**config.mk**
```make
export PLATFORM = sky130hd
export DESIGN_NAME = pfa_ram
export DESIGN_NICKNAME = d
export VERILOG_FILES = /design/src/rtl/core/pfa_ram.sv
export SDC_FILE = /design/constraint.sdc
export NUM_CORES = 1
export LEC_CHECK = 0
export BUFFER_PORTS_ARGS = -buffer_cell sky130_fd_sc_hd__buf_4
export CAP_MARGIN = 10
export CORE_UTILIZATION = 55
export CTS_CLUSTER_DIAMETER = 150
export DETAILED_ROUTE_END_ITERATION = 8
export GPL_TIMING_DRIVEN = 1
export HOLD_SLACK_MARGIN = 0.08
export PLACE_DENSITY = 0.71
export SLEW_MARGIN = 10
export SYNTH_ARGS = -nofsm -noshare
export SYNTH_HDL_FRONTEND = slang
export SYNTH_SLANG_ARGS = --single-unit
```
**constraint.sdc**
```tcl
create_clock -name i_clk -period 5.6 [get_ports i_clk]
set_clock_uncertainty 0.05 [all_clocks]
set_input_delay 1.12 -clock i_clk [delete_from_list [all_inputs] [get_ports i_clk]]
set_output_delay 1.12 -clock i_clk [all_outputs]
set_load 0.05 [all_outputs]
```
**src/rtl/core/pfa_ram.sv**
```systemverilog
// ============================================================================
// pfa_ram: generic simple dual-port RAM
// One write port, one read port, read data registered.
// ============================================================================
module pfa_ram #(
    parameter int WIDTH = 8,
    parameter int DEPTH = 64
) (
    input  logic                             i_clk,
    input  logic                             i_wr_en,
    input  logic [$clog2(DEPTH)-1:0]         i_wr_addr,
    input  logic [WIDTH-1:0]                 i_wr_data,
    input  logic [$clog2(DEPTH)-1:0]         i_rd_addr,
    output logic [WIDTH-1:0]                 o_rd_data
);

    logic [WIDTH-1:0] r_mem [DEPTH];
    logic [WIDTH-1:0] r_rd_data;

    // Write then register the read word
    always_ff @(posedge i_clk) begin
        if (i_wr_en) begin
            r_mem[i_wr_addr] <= i_wr_data;
        end
        r_rd_data <= r_mem[i_rd_addr];
    end

    assign o_rd_data = r_rd_data;

endmodule

```
# --- After elaboration in Yosys (flattened, before gate mapping) ---
# Memories as Yosys holds them, arrays and structs flattened. A register that Yosys moved wholly into a read port is not among the register bits.
# Index checks and enable logic that the tools add are counted.
op_classes:
  addsub: 0
  multipliers: 0
  n_div: 0
  n_lt_le_gt_ge: 0
  n_eq_ne: 0
  shifts: 0
  muxes: 2
  bitwise_logic: 0
  reduce_logical: 0
op_table:
  columns: ["op", "count"]
  rows:
  - ["two-way mux 1 bit", 2]
totals:
  reg_bits: 0
  latch_bits: 0
  mem_bits_rw: 512
  rom_bits: 0
  inputBits: 22
  elab_cells: 3
  n_memories: 1
mem_list:
  columns: ["name", "words", "width", "read_ports", "rd_clocked_by_memory_dff", "wr", "line", "text"]
  rows:
  - ["r_mem", 64, 8, 1, 1, 1, "17", "logic [WIDTH-1:0] r_mem [DEPTH];"]

# --- Longest topological paths before layout ---
# Gate-level depths: netlist of run 1.
depth:
  depth_word: 2
  ltp_mapped: 9
  depth_no_buf: 5

# --- Worst setup path after synthesis of run 1 ---
# OpenSTA, ideal clock, no wires.
synth_timing:
  path_kind: "input to register"
  startpoint: "input port i_rd_addr[1]"
  endpoint: "register r_rd_data[3], in the netlist o_rd_data[3] (read register of r_mem)"
  setup_time_ns: 0.128
  arrival_ns: 2.660
  t_required_ns: 5.422
  path_slack_ns: 2.762
  path_stages: 7
  cell_sequence: "buf_4 -> buf_2 -> buf_2 -> mux4_2 -> mux4_2 -> o21ai_1 -> o41ai_1"
synth_rtl:
  columns: ["element", "line", "text"]
  rows:
  - ["from (decl)", "13", "input logic [$clog2(DEPTH)-1:0] i_rd_addr,"]
  - ["to (decl)", "18", "logic [WIDTH-1:0] r_rd_data;"]

==> results by group, run 1 <==
Run status
  – Status: complete, no violations

Die
  – Total Die Area: between 0.03 and 0.04 mm^2
  – Starting Density: 0.563
  – Die width: 193 um
  – Site Rows: 69
  – Die Y-Extent: 193 um
  – I/O pin count: 30
  – Core Area: around 0.036 mm^2

Placed design
  – Final GP Congestion: between 0.8 and 0.9
  – Cells after DPL: 1,389
  – Port bufs: 29
  – Post-DP Area: roughly 0.021 mm^2
  – Half-perimeter wire length after placement: roughly 24,000 um

Timing
  – Period utilisation layout: 0.576
  – Final setup TNS: 0 ns
  – Measured slew at the worst slew-check pin: roughly 0.96 ns
  – Hold slack final: between 0.7 and 0.8 ns
  – Final Max Slew Viols: 0
  – Fmax achieved: roughly 310 MHz
  – RSZ-0062 raised after global routing: false
  – Tmin final: roughly 3.2 ns
  – Setup violations, final: 0
  – Hold Vio Cnt, Final: 0
  – Slew HR: 0.355

Final layout
  – Register area: 0.0155 mm^2
  – Final Non-Filler Cells: roughly 1,500
  – Area grow syn2layout: 11.4%
  – Layout cells sized above 1: 0.245
  – Nets: 1,003
  – End-of-flow core utilization: 0.627
  – Multi-input logic area: roughly 0.0043 mm^2
  – Finished Cell Area: 0.0225 mm^2
  – Layout fillers: about 2,400

CTS
  – Setup Fix Bufs, Post-CTS: 0
  – Post-cts sizing count: 0
  – Clock-pin slew on the worst setup and hold paths: ~0.060 ns
  – CTS Root Cell: clkbuf_16
  – Cts-stage hold buffer count: 0
  – Clock latency on the worst-skew pair: around 0.56 ns
  – Depth of the CTS H-tree: 2
  – Worst-case clock buffer depth: 3
  – Clock sink count: 520
  – CTS tree: done
  – Total CTS buffers: about 50

Logic synthesis
  – Post-Syn Area: slightly above 0.02 mm^2
  – Post-synth cell types: 40
  – Count of state elements after synthesis: 520
  – Sequential fraction of the synthesis area: 0.770
  – Syn. warnings: 0
  – Syn Nets: between 900 and 1,000
  – Syn Inst Count: 940
  – Mean Syn Cell Area: 21.5 um^2

Setup path
  – Crit start category: primary input
  – Critical path arrival: roughly 3.6 ns
  – Kind of critical path: primary input to register
  – CP Capture Type: register
  – Required time of the critical path: 5.98 ns
  – Crit Path Max Fanout: 44

Global routing
  – First-pass GRT wire length: about 62,000 um
  – GRT overflow: 0
  – Vias in the first global route: about 9,700
  – Gr usage total: 0.230
  – Largest net degree at the start of global routing: between 60 and 70
  – Initial antenna violation count: 2

Power and ir drop
  – Cell Pwr Density: around 370 mW/mm^2
  – Leak: roughly 7 nW
  – Worst vdd ir: around 0.27 mV

Drt
  – Post-Route WL: between 40,000 and 50,000 um
  – DR vias: between 9,000 and 10,000
  – Drt drc: 0
  – Iter 0 DRT Violations: approximately 1,200
  – TritonRoute pass-1 iters: 5
  – Final antenna-violating net count: 0
  – Vias per inst: 6.45
  – DR WL/cell: roughly 28 um

Job
  – Max-Cap Viols: 0

Worst hold path
  – Worst Hold Class: register to register
-- sequential cells by signal (all words and copies together) (netlist names) --
name / flops
o_rd_data: 8
r_mem: 512
-- critical path: stages --
cell	delay, ns
clkbuf_8	0.45
buf_4	0.58
mux4_2	0.57
nor2_1	0.11
nor4_1	0.07
nor3_1	0.48
o32ai_1	0.17
-- cell families (layout without fill, tap and decap cells) --
| logic type | count (synthesis) | count (layout) | share of synthesized area |
|---|---|---|---|
| AO/OA/AOI/OAI | 54 | 54 | 0.0207 |
| buffers and inverters | 51 | 131 | 0.0157 |
| flip-flops | 520 | 520 | 0.770 |
| multiplexers | 162 | 162 | 0.159 |
| other | 0 | 1 | 0 |
| AND/OR/NAND/NOR | 153 | 153 | 0.0339 |
-- routing by layer --
| metal | routed length (um) | track usage | vias up |
|---|---|---|---|
| met1 | 16800 | 0.326 | 5026 |
| li1 | - | - | 4005 |
| met2 | 20900 | 0.368 | 451 |
| met3 | 3330 | 0.0415 | 73 |
| met5 | 0 | 0 | - |
| met4 | 1090 | 0.0764 | 0 |
-- cells in the mapped netlist --
library cell,count,area share
clkbuf_1,17,0.0032
a211oi_1,4,0.0015
mux2_2,13,0.0073
o21ai_1,2,0.00050
o22ai_1,8,0.0025
o221a_2,2,0.0011
o221ai_1,8,0.0035
nor2_1,83,0.015
nand2_1,19,0.0035
o41ai_1,2,0.00087
buf_2,11,0.0027
nor4_1,2,0.00062
a22oi_1,3,0.0011
mux4_2,126,0.14
buf_6,4,0.0022
a221oi_1,6,0.0026
o311ai_1,1,0.00043
and2_1,1,0.00031
buf_4,13,0.0048
a21oi_1,3,0.00074
o2bb2ai_1,3,0.0013
nor3_1,7,0.0017
edfxtp_1,512,0.76
dfxtp_1,8,0.0079
o21a_1,2,0.00074
nand4_1,2,0.00062
nand3b_1,3,0.0011
a2111oi_0,2,0.00087
or3_1,1,0.00031
nand4b_1,1,0.00043
buf_1,4,0.00074
a31oi_1,1,0.00031
nand2b_1,7,0.0022
nor2b_1,14,0.0043
o32ai_1,2,0.00087
nand3_1,13,0.0032
mux2i_1,23,0.011
o2111ai_1,3,0.0013
o21ai_0,2,0.00050
buf_12,2,0.0020
-- cell type report --
type,instances,area share
Antenna cell,1,0.000111
Multi-Input combinational cell,369,0.192
Sequential cell,520,0.691
Timing Repair Buffer,39,0.0144
Tap cell,461,0.0257
Clock buffer,65,0.0614
Clock inverter,27,0.0149
-- path summary, 6_finish.rpt --
path,start,to,slack (ns),depth (start not counted)
max,i_rd_addr[0],o_rd_data[4]$_DFF_P_,2.37,7
min,r_mem[34][0]$_DFFE_PP_,o_rd_data[0]$_DFF_P_,0.79,4
max reg2reg,r_mem[24][4]$_DFFE_PP_,o_rd_data[4]$_DFF_P_,3.33,5
min reg2reg,r_mem[34][0]$_DFFE_PP_,o_rd_data[0]$_DFF_P_,0.79,4
-- layout by cell type, fill, tap and decap left out, types with 6 or more instances in the layout --
master       n
edfxtp_1   512
mux4_2     126
nor2_1      83
clkbuf_16   52
buf_4       36
mux2i_1     23
nand2_1     19
nor2b_1     14
mux2_2      13
nand3_1     13
clkinv_1    12
clkbuf_1    10
o221ai_1     8
o22ai_1      8
bufinv_16    8
dfxtp_1      8
nand2b_1     7
nor3_1       7
a221oi_1     6
-- stage by stage --
stage               total power, mW  setup WS (ns)
floorplan                      4.65           2.76
global placement               4.81           1.73
detailed placement             4.82           1.69
CTS                            8.26           2.30
global route                   8.44           2.25
finish                         8.22           2.37
-- power by group --
part / leakage (nW) / switching [mW] / total (mW) / internal [mW]
registers: 4.67 / 0.0126 / 4.32 / 4.31
clock network: 0.837 / 1.38 / 3.48 / 2.10
logic: 1.48 / 0.259 / 0.410 / 0.150
Power figures use the tool's default switching activity.
==> run 2, diff against run 1 <==
--- a/config.mk
+++ b/config.mk
@@ -12,7 +12,7 @@
 export DETAILED_ROUTE_END_ITERATION = 8
 export GPL_TIMING_DRIVEN = 1
 export HOLD_SLACK_MARGIN = 0.08
-export PLACE_DENSITY = 0.71
+export PLACE_DENSITY = 0.74
 export SLEW_MARGIN = 10
 export SYNTH_ARGS = -nofsm -noshare
 export SYNTH_HDL_FRONTEND = slang
==> constraint.sdc (replaced) <==
create_clock -name i_clk -period 2.7 [get_ports i_clk]
set_clock_uncertainty 0.05 [all_clocks]
set_input_delay 0.54 -clock i_clk [delete_from_list [all_inputs] [get_ports i_clk]]
set_output_delay 0.54 -clock i_clk [all_outputs]
set_load 0.05 [all_outputs]
==> run 2 against run 1 <==
Net effect:
- critical path depth unchanged
- routed wire length up 4.1%
- die area is the same
- critical path type unchanged
- the run now ends with DRC left
- via count is 4.6% higher
- clock power rose by 91%
- combinational power up 130%
- sequential power is 110% higher
==> results by group, run 2 (synthesis results as in run 1) <==
Drt
  – Iter 0 DRT Violations: 1,174 (+0.77%)
  – DR vias: 9,990 (+4.6%)
  – DR WL/cell: 27.6 um (-2.8%)
  – TritonRoute pass-1 iters: 7 (+2)
  – Post-Route WL: 43,800 um (+4.1%)
  – Vias per inst: 6.29 (-2.4%)
  – Drt drc: 4 (+4)
  – Final antenna-violating net count: 0 (unchanged)

Global routing
  – Largest net degree at the start of global routing: 65 (unchanged)
  – Initial antenna violation count: 1 (-1)
  – Gr usage total: 0.243 (+0.0124)
  – First-pass GRT wire length: 65,800 um (+5.5%)
  – Vias in the first global route: 10,100 (+4.5%)
  – GRT overflow: 0 (unchanged)

Die
  – Starting Density: 0.563 (unchanged)
  – Core Area: 0.0358 mm^2 (unchanged)
  – Total Die Area: 0.0374 mm^2 (unchanged)
  – Die width: 193 um (unchanged)
  – I/O pin count: 30 (unchanged)
  – Site Rows: 69 (unchanged)
  – Die Y-Extent: 193 um (unchanged)

Final layout
  – Top reg by flops: r_mem
  – Layout cells sized above 1: 0.316 (+0.0705)
  – Final Non-Filler Cells: 1,587 (+7.1%)
  – Area grow syn2layout: 15.0%
  – Commonest non-fill, non-tap cell in the layout: edfxtp_1
  – Most frequent cells in the layout: edfxtp_1 (512), buf_4 (135), mux4_2 (126)
  – Finished Cell Area: 0.0232 mm^2 (+3.2%)
  – End-of-flow core utilization: 0.647 (+0.0204)
  – Max FFs per register: 512 (unchanged)
  – Layout fillers: 2,246 (-6.0%)
  – Nets: 1,107 (+10%)

Run status
  – Status: finished with violations
  – Failing checks: DRC

Setup path
  – RR Startpoint: r_mem[24][6]$_DFFE_PP_
  – Reg-to-reg endpoint: o_rd_data[6]$_DFF_P_
  – Kind of critical path: primary input to register
  – Critical path arrival: 2.55 ns (-1.06 ns)
  – CP Capture Type: register
  – Crit Path Max Fanout: 20 (-55%)
  – Crit start category: primary input
  – Required time of the critical path: 3.08 ns (-2.90 ns)
  – Reg2reg setup slack: 0.61 ns (-2.72 ns)
  – Reg2reg path depth: 5 (unchanged)

CTS
  – Post-cts sizing count: 0 (unchanged)
  – Depth of the CTS H-tree: 2 (unchanged)
  – Clock sink count: 520 (unchanged)
  – Cts-stage hold buffer count: 0 (unchanged)
  – CTS tree: done
  – CTS Root Cell: clkbuf_16
  – Setup Fix Bufs, Post-CTS: 0 (unchanged)
  – Clock latency on the worst-skew pair: 0.57 ns (about the same)
  – Worst-case clock buffer depth: 3 (unchanged)
  – Clock-pin slew on the worst setup and hold paths: 0.06 ns (about the same)
  – Total CTS buffers: 49 (-3.9%)

Power and ir drop
  – Power, Total: 16.5 mW (+100%)
  – Sequential Power Share: 0.542 (+0.016)
  – P_sw: 3.41 mW (+110%)
  – Combinational share of power: 0.056 (+0.006)
  – Sw Share: 0.206 (+0.00471)
  – Leak: 7.50 nW (+7.3%)
  – Int Power: 13.1 mW (+100%)
  – Worst vdd ir: 0.660 mV (+150%)
  – Clk pwr share: 0.402 (-0.022)
  – Cell Pwr Density: 713 mW/mm^2 (+95%)

Worst hold path
  – Worst Hold Class: primary input to register
  – Worst hold start: i_rd_addr[5]
  – Hold EP: o_rd_data[3]$_DFF_P_
  – Hold path depth: 2 (-2)

Placed design
  – Final GP Congestion: 0.830 (+2.1%)
  – Half-perimeter wire length after placement: 27,200 um (+11%)
  – Port bufs: 29 (unchanged)
  – Post-DP Area: 0.0216 mm^2 (+4.3%)
  – Cells after DPL: 1,495 (+7.6%)

Timing
  – Fmax achieved: ~460 MHz
  – Tmin final: roughly 2.2 ns
  – RSZ-0062 raised after global routing: false
  – Setup violations, final: 0 (unchanged)
  – Hold Vio Cnt, Final: 0 (unchanged)
  – Final Max Slew Viols: 0 (unchanged)
  – Period utilisation layout: 0.803
  – Slew HR: 0.516 (+0.160)
  – Measured slew at the worst slew-check pin: 0.726 ns (-0.237 ns)
  – Final setup TNS: 0 ns (unchanged)

Job
  – Max-Cap Viols: 0 (unchanged)
-- run 2: cell count changes in the layout (fill, tap and decap cells not counted), sizes merged --
cell      delta
buf        +106
bufinv       -5
clkinv       -2
clkbuf       +3
clkinvlp     +3
-- run 2: per-stage QoR --
stage / hold slack [ns] / setup WS (ns)
after floorplan: 0.589 / 0.442
after global placement: 0.747 / -0.0168
after detailed placement: 0.765 / -0.0518
after CTS: 0.270 / 0.522
after global routing: 0.275 / 0.468
final: 0.285 / 0.533
-- run 2: cell type report --
cell class                      count  area (um^2)  share of cell area
Antenna cell                        1         2.50            0.000108
Clock buffer                       68         1370              0.0591
Clock inverter                     23          191             0.00825
Multi-Input combinational cell    369         4320               0.186
Sequential cell                   520        15500               0.670
Tap cell                          461          577              0.0249
Timing Repair Buffer              145         1210              0.0520
-- run 2: critical path: stages --
cell and delay (ns):
clkbuf_8 0.28, buf_12 0.17, buf_12 0.13, mux4_2 0.51
mux4_2 0.49, o21ai_0 0.29, nand2_1 0.11
-- run 2: worst max-delay path by stage --
stage                      start                    to  slack, ns  cells after the start
floorplan           i_rd_addr[1]  o_rd_data[3]$_DFF_P_       0.44                      7
global placement    i_rd_addr[0]  o_rd_data[7]$_DFF_P_      -0.02                      7
detailed placement  i_rd_addr[0]  o_rd_data[7]$_DFF_P_      -0.05                      7
CTS                 i_rd_addr[0]  o_rd_data[7]$_DFF_P_       0.52                      7
global route        i_rd_addr[0]  o_rd_data[2]$_DFF_P_       0.47                      7
finish              i_rd_addr[0]  o_rd_data[7]$_DFF_P_       0.53                      7
-- run 2: metal layers --
layer,up-vias,wire length [um],global-route usage
met5,-,0,0
met3,89,3680,0.0485
met4,0,1430,0.0901
met1,5210,17400,0.339
li1,4221,-,-
met2,470,21400,0.384
-- run 2: power by group through the flow --
stage	Sequential [mW]	Clock (mW)	Combinational, mW
2_1_floorplan	9.17	0	0.476
3_3_place_gp	9.14	0	0.904
5_1_grt	8.97	7.05	0.979
4_1_cts	8.97	6.72	0.930
6_report	8.97	6.65	0.923
3_5_place_dp	9.14	0	0.926
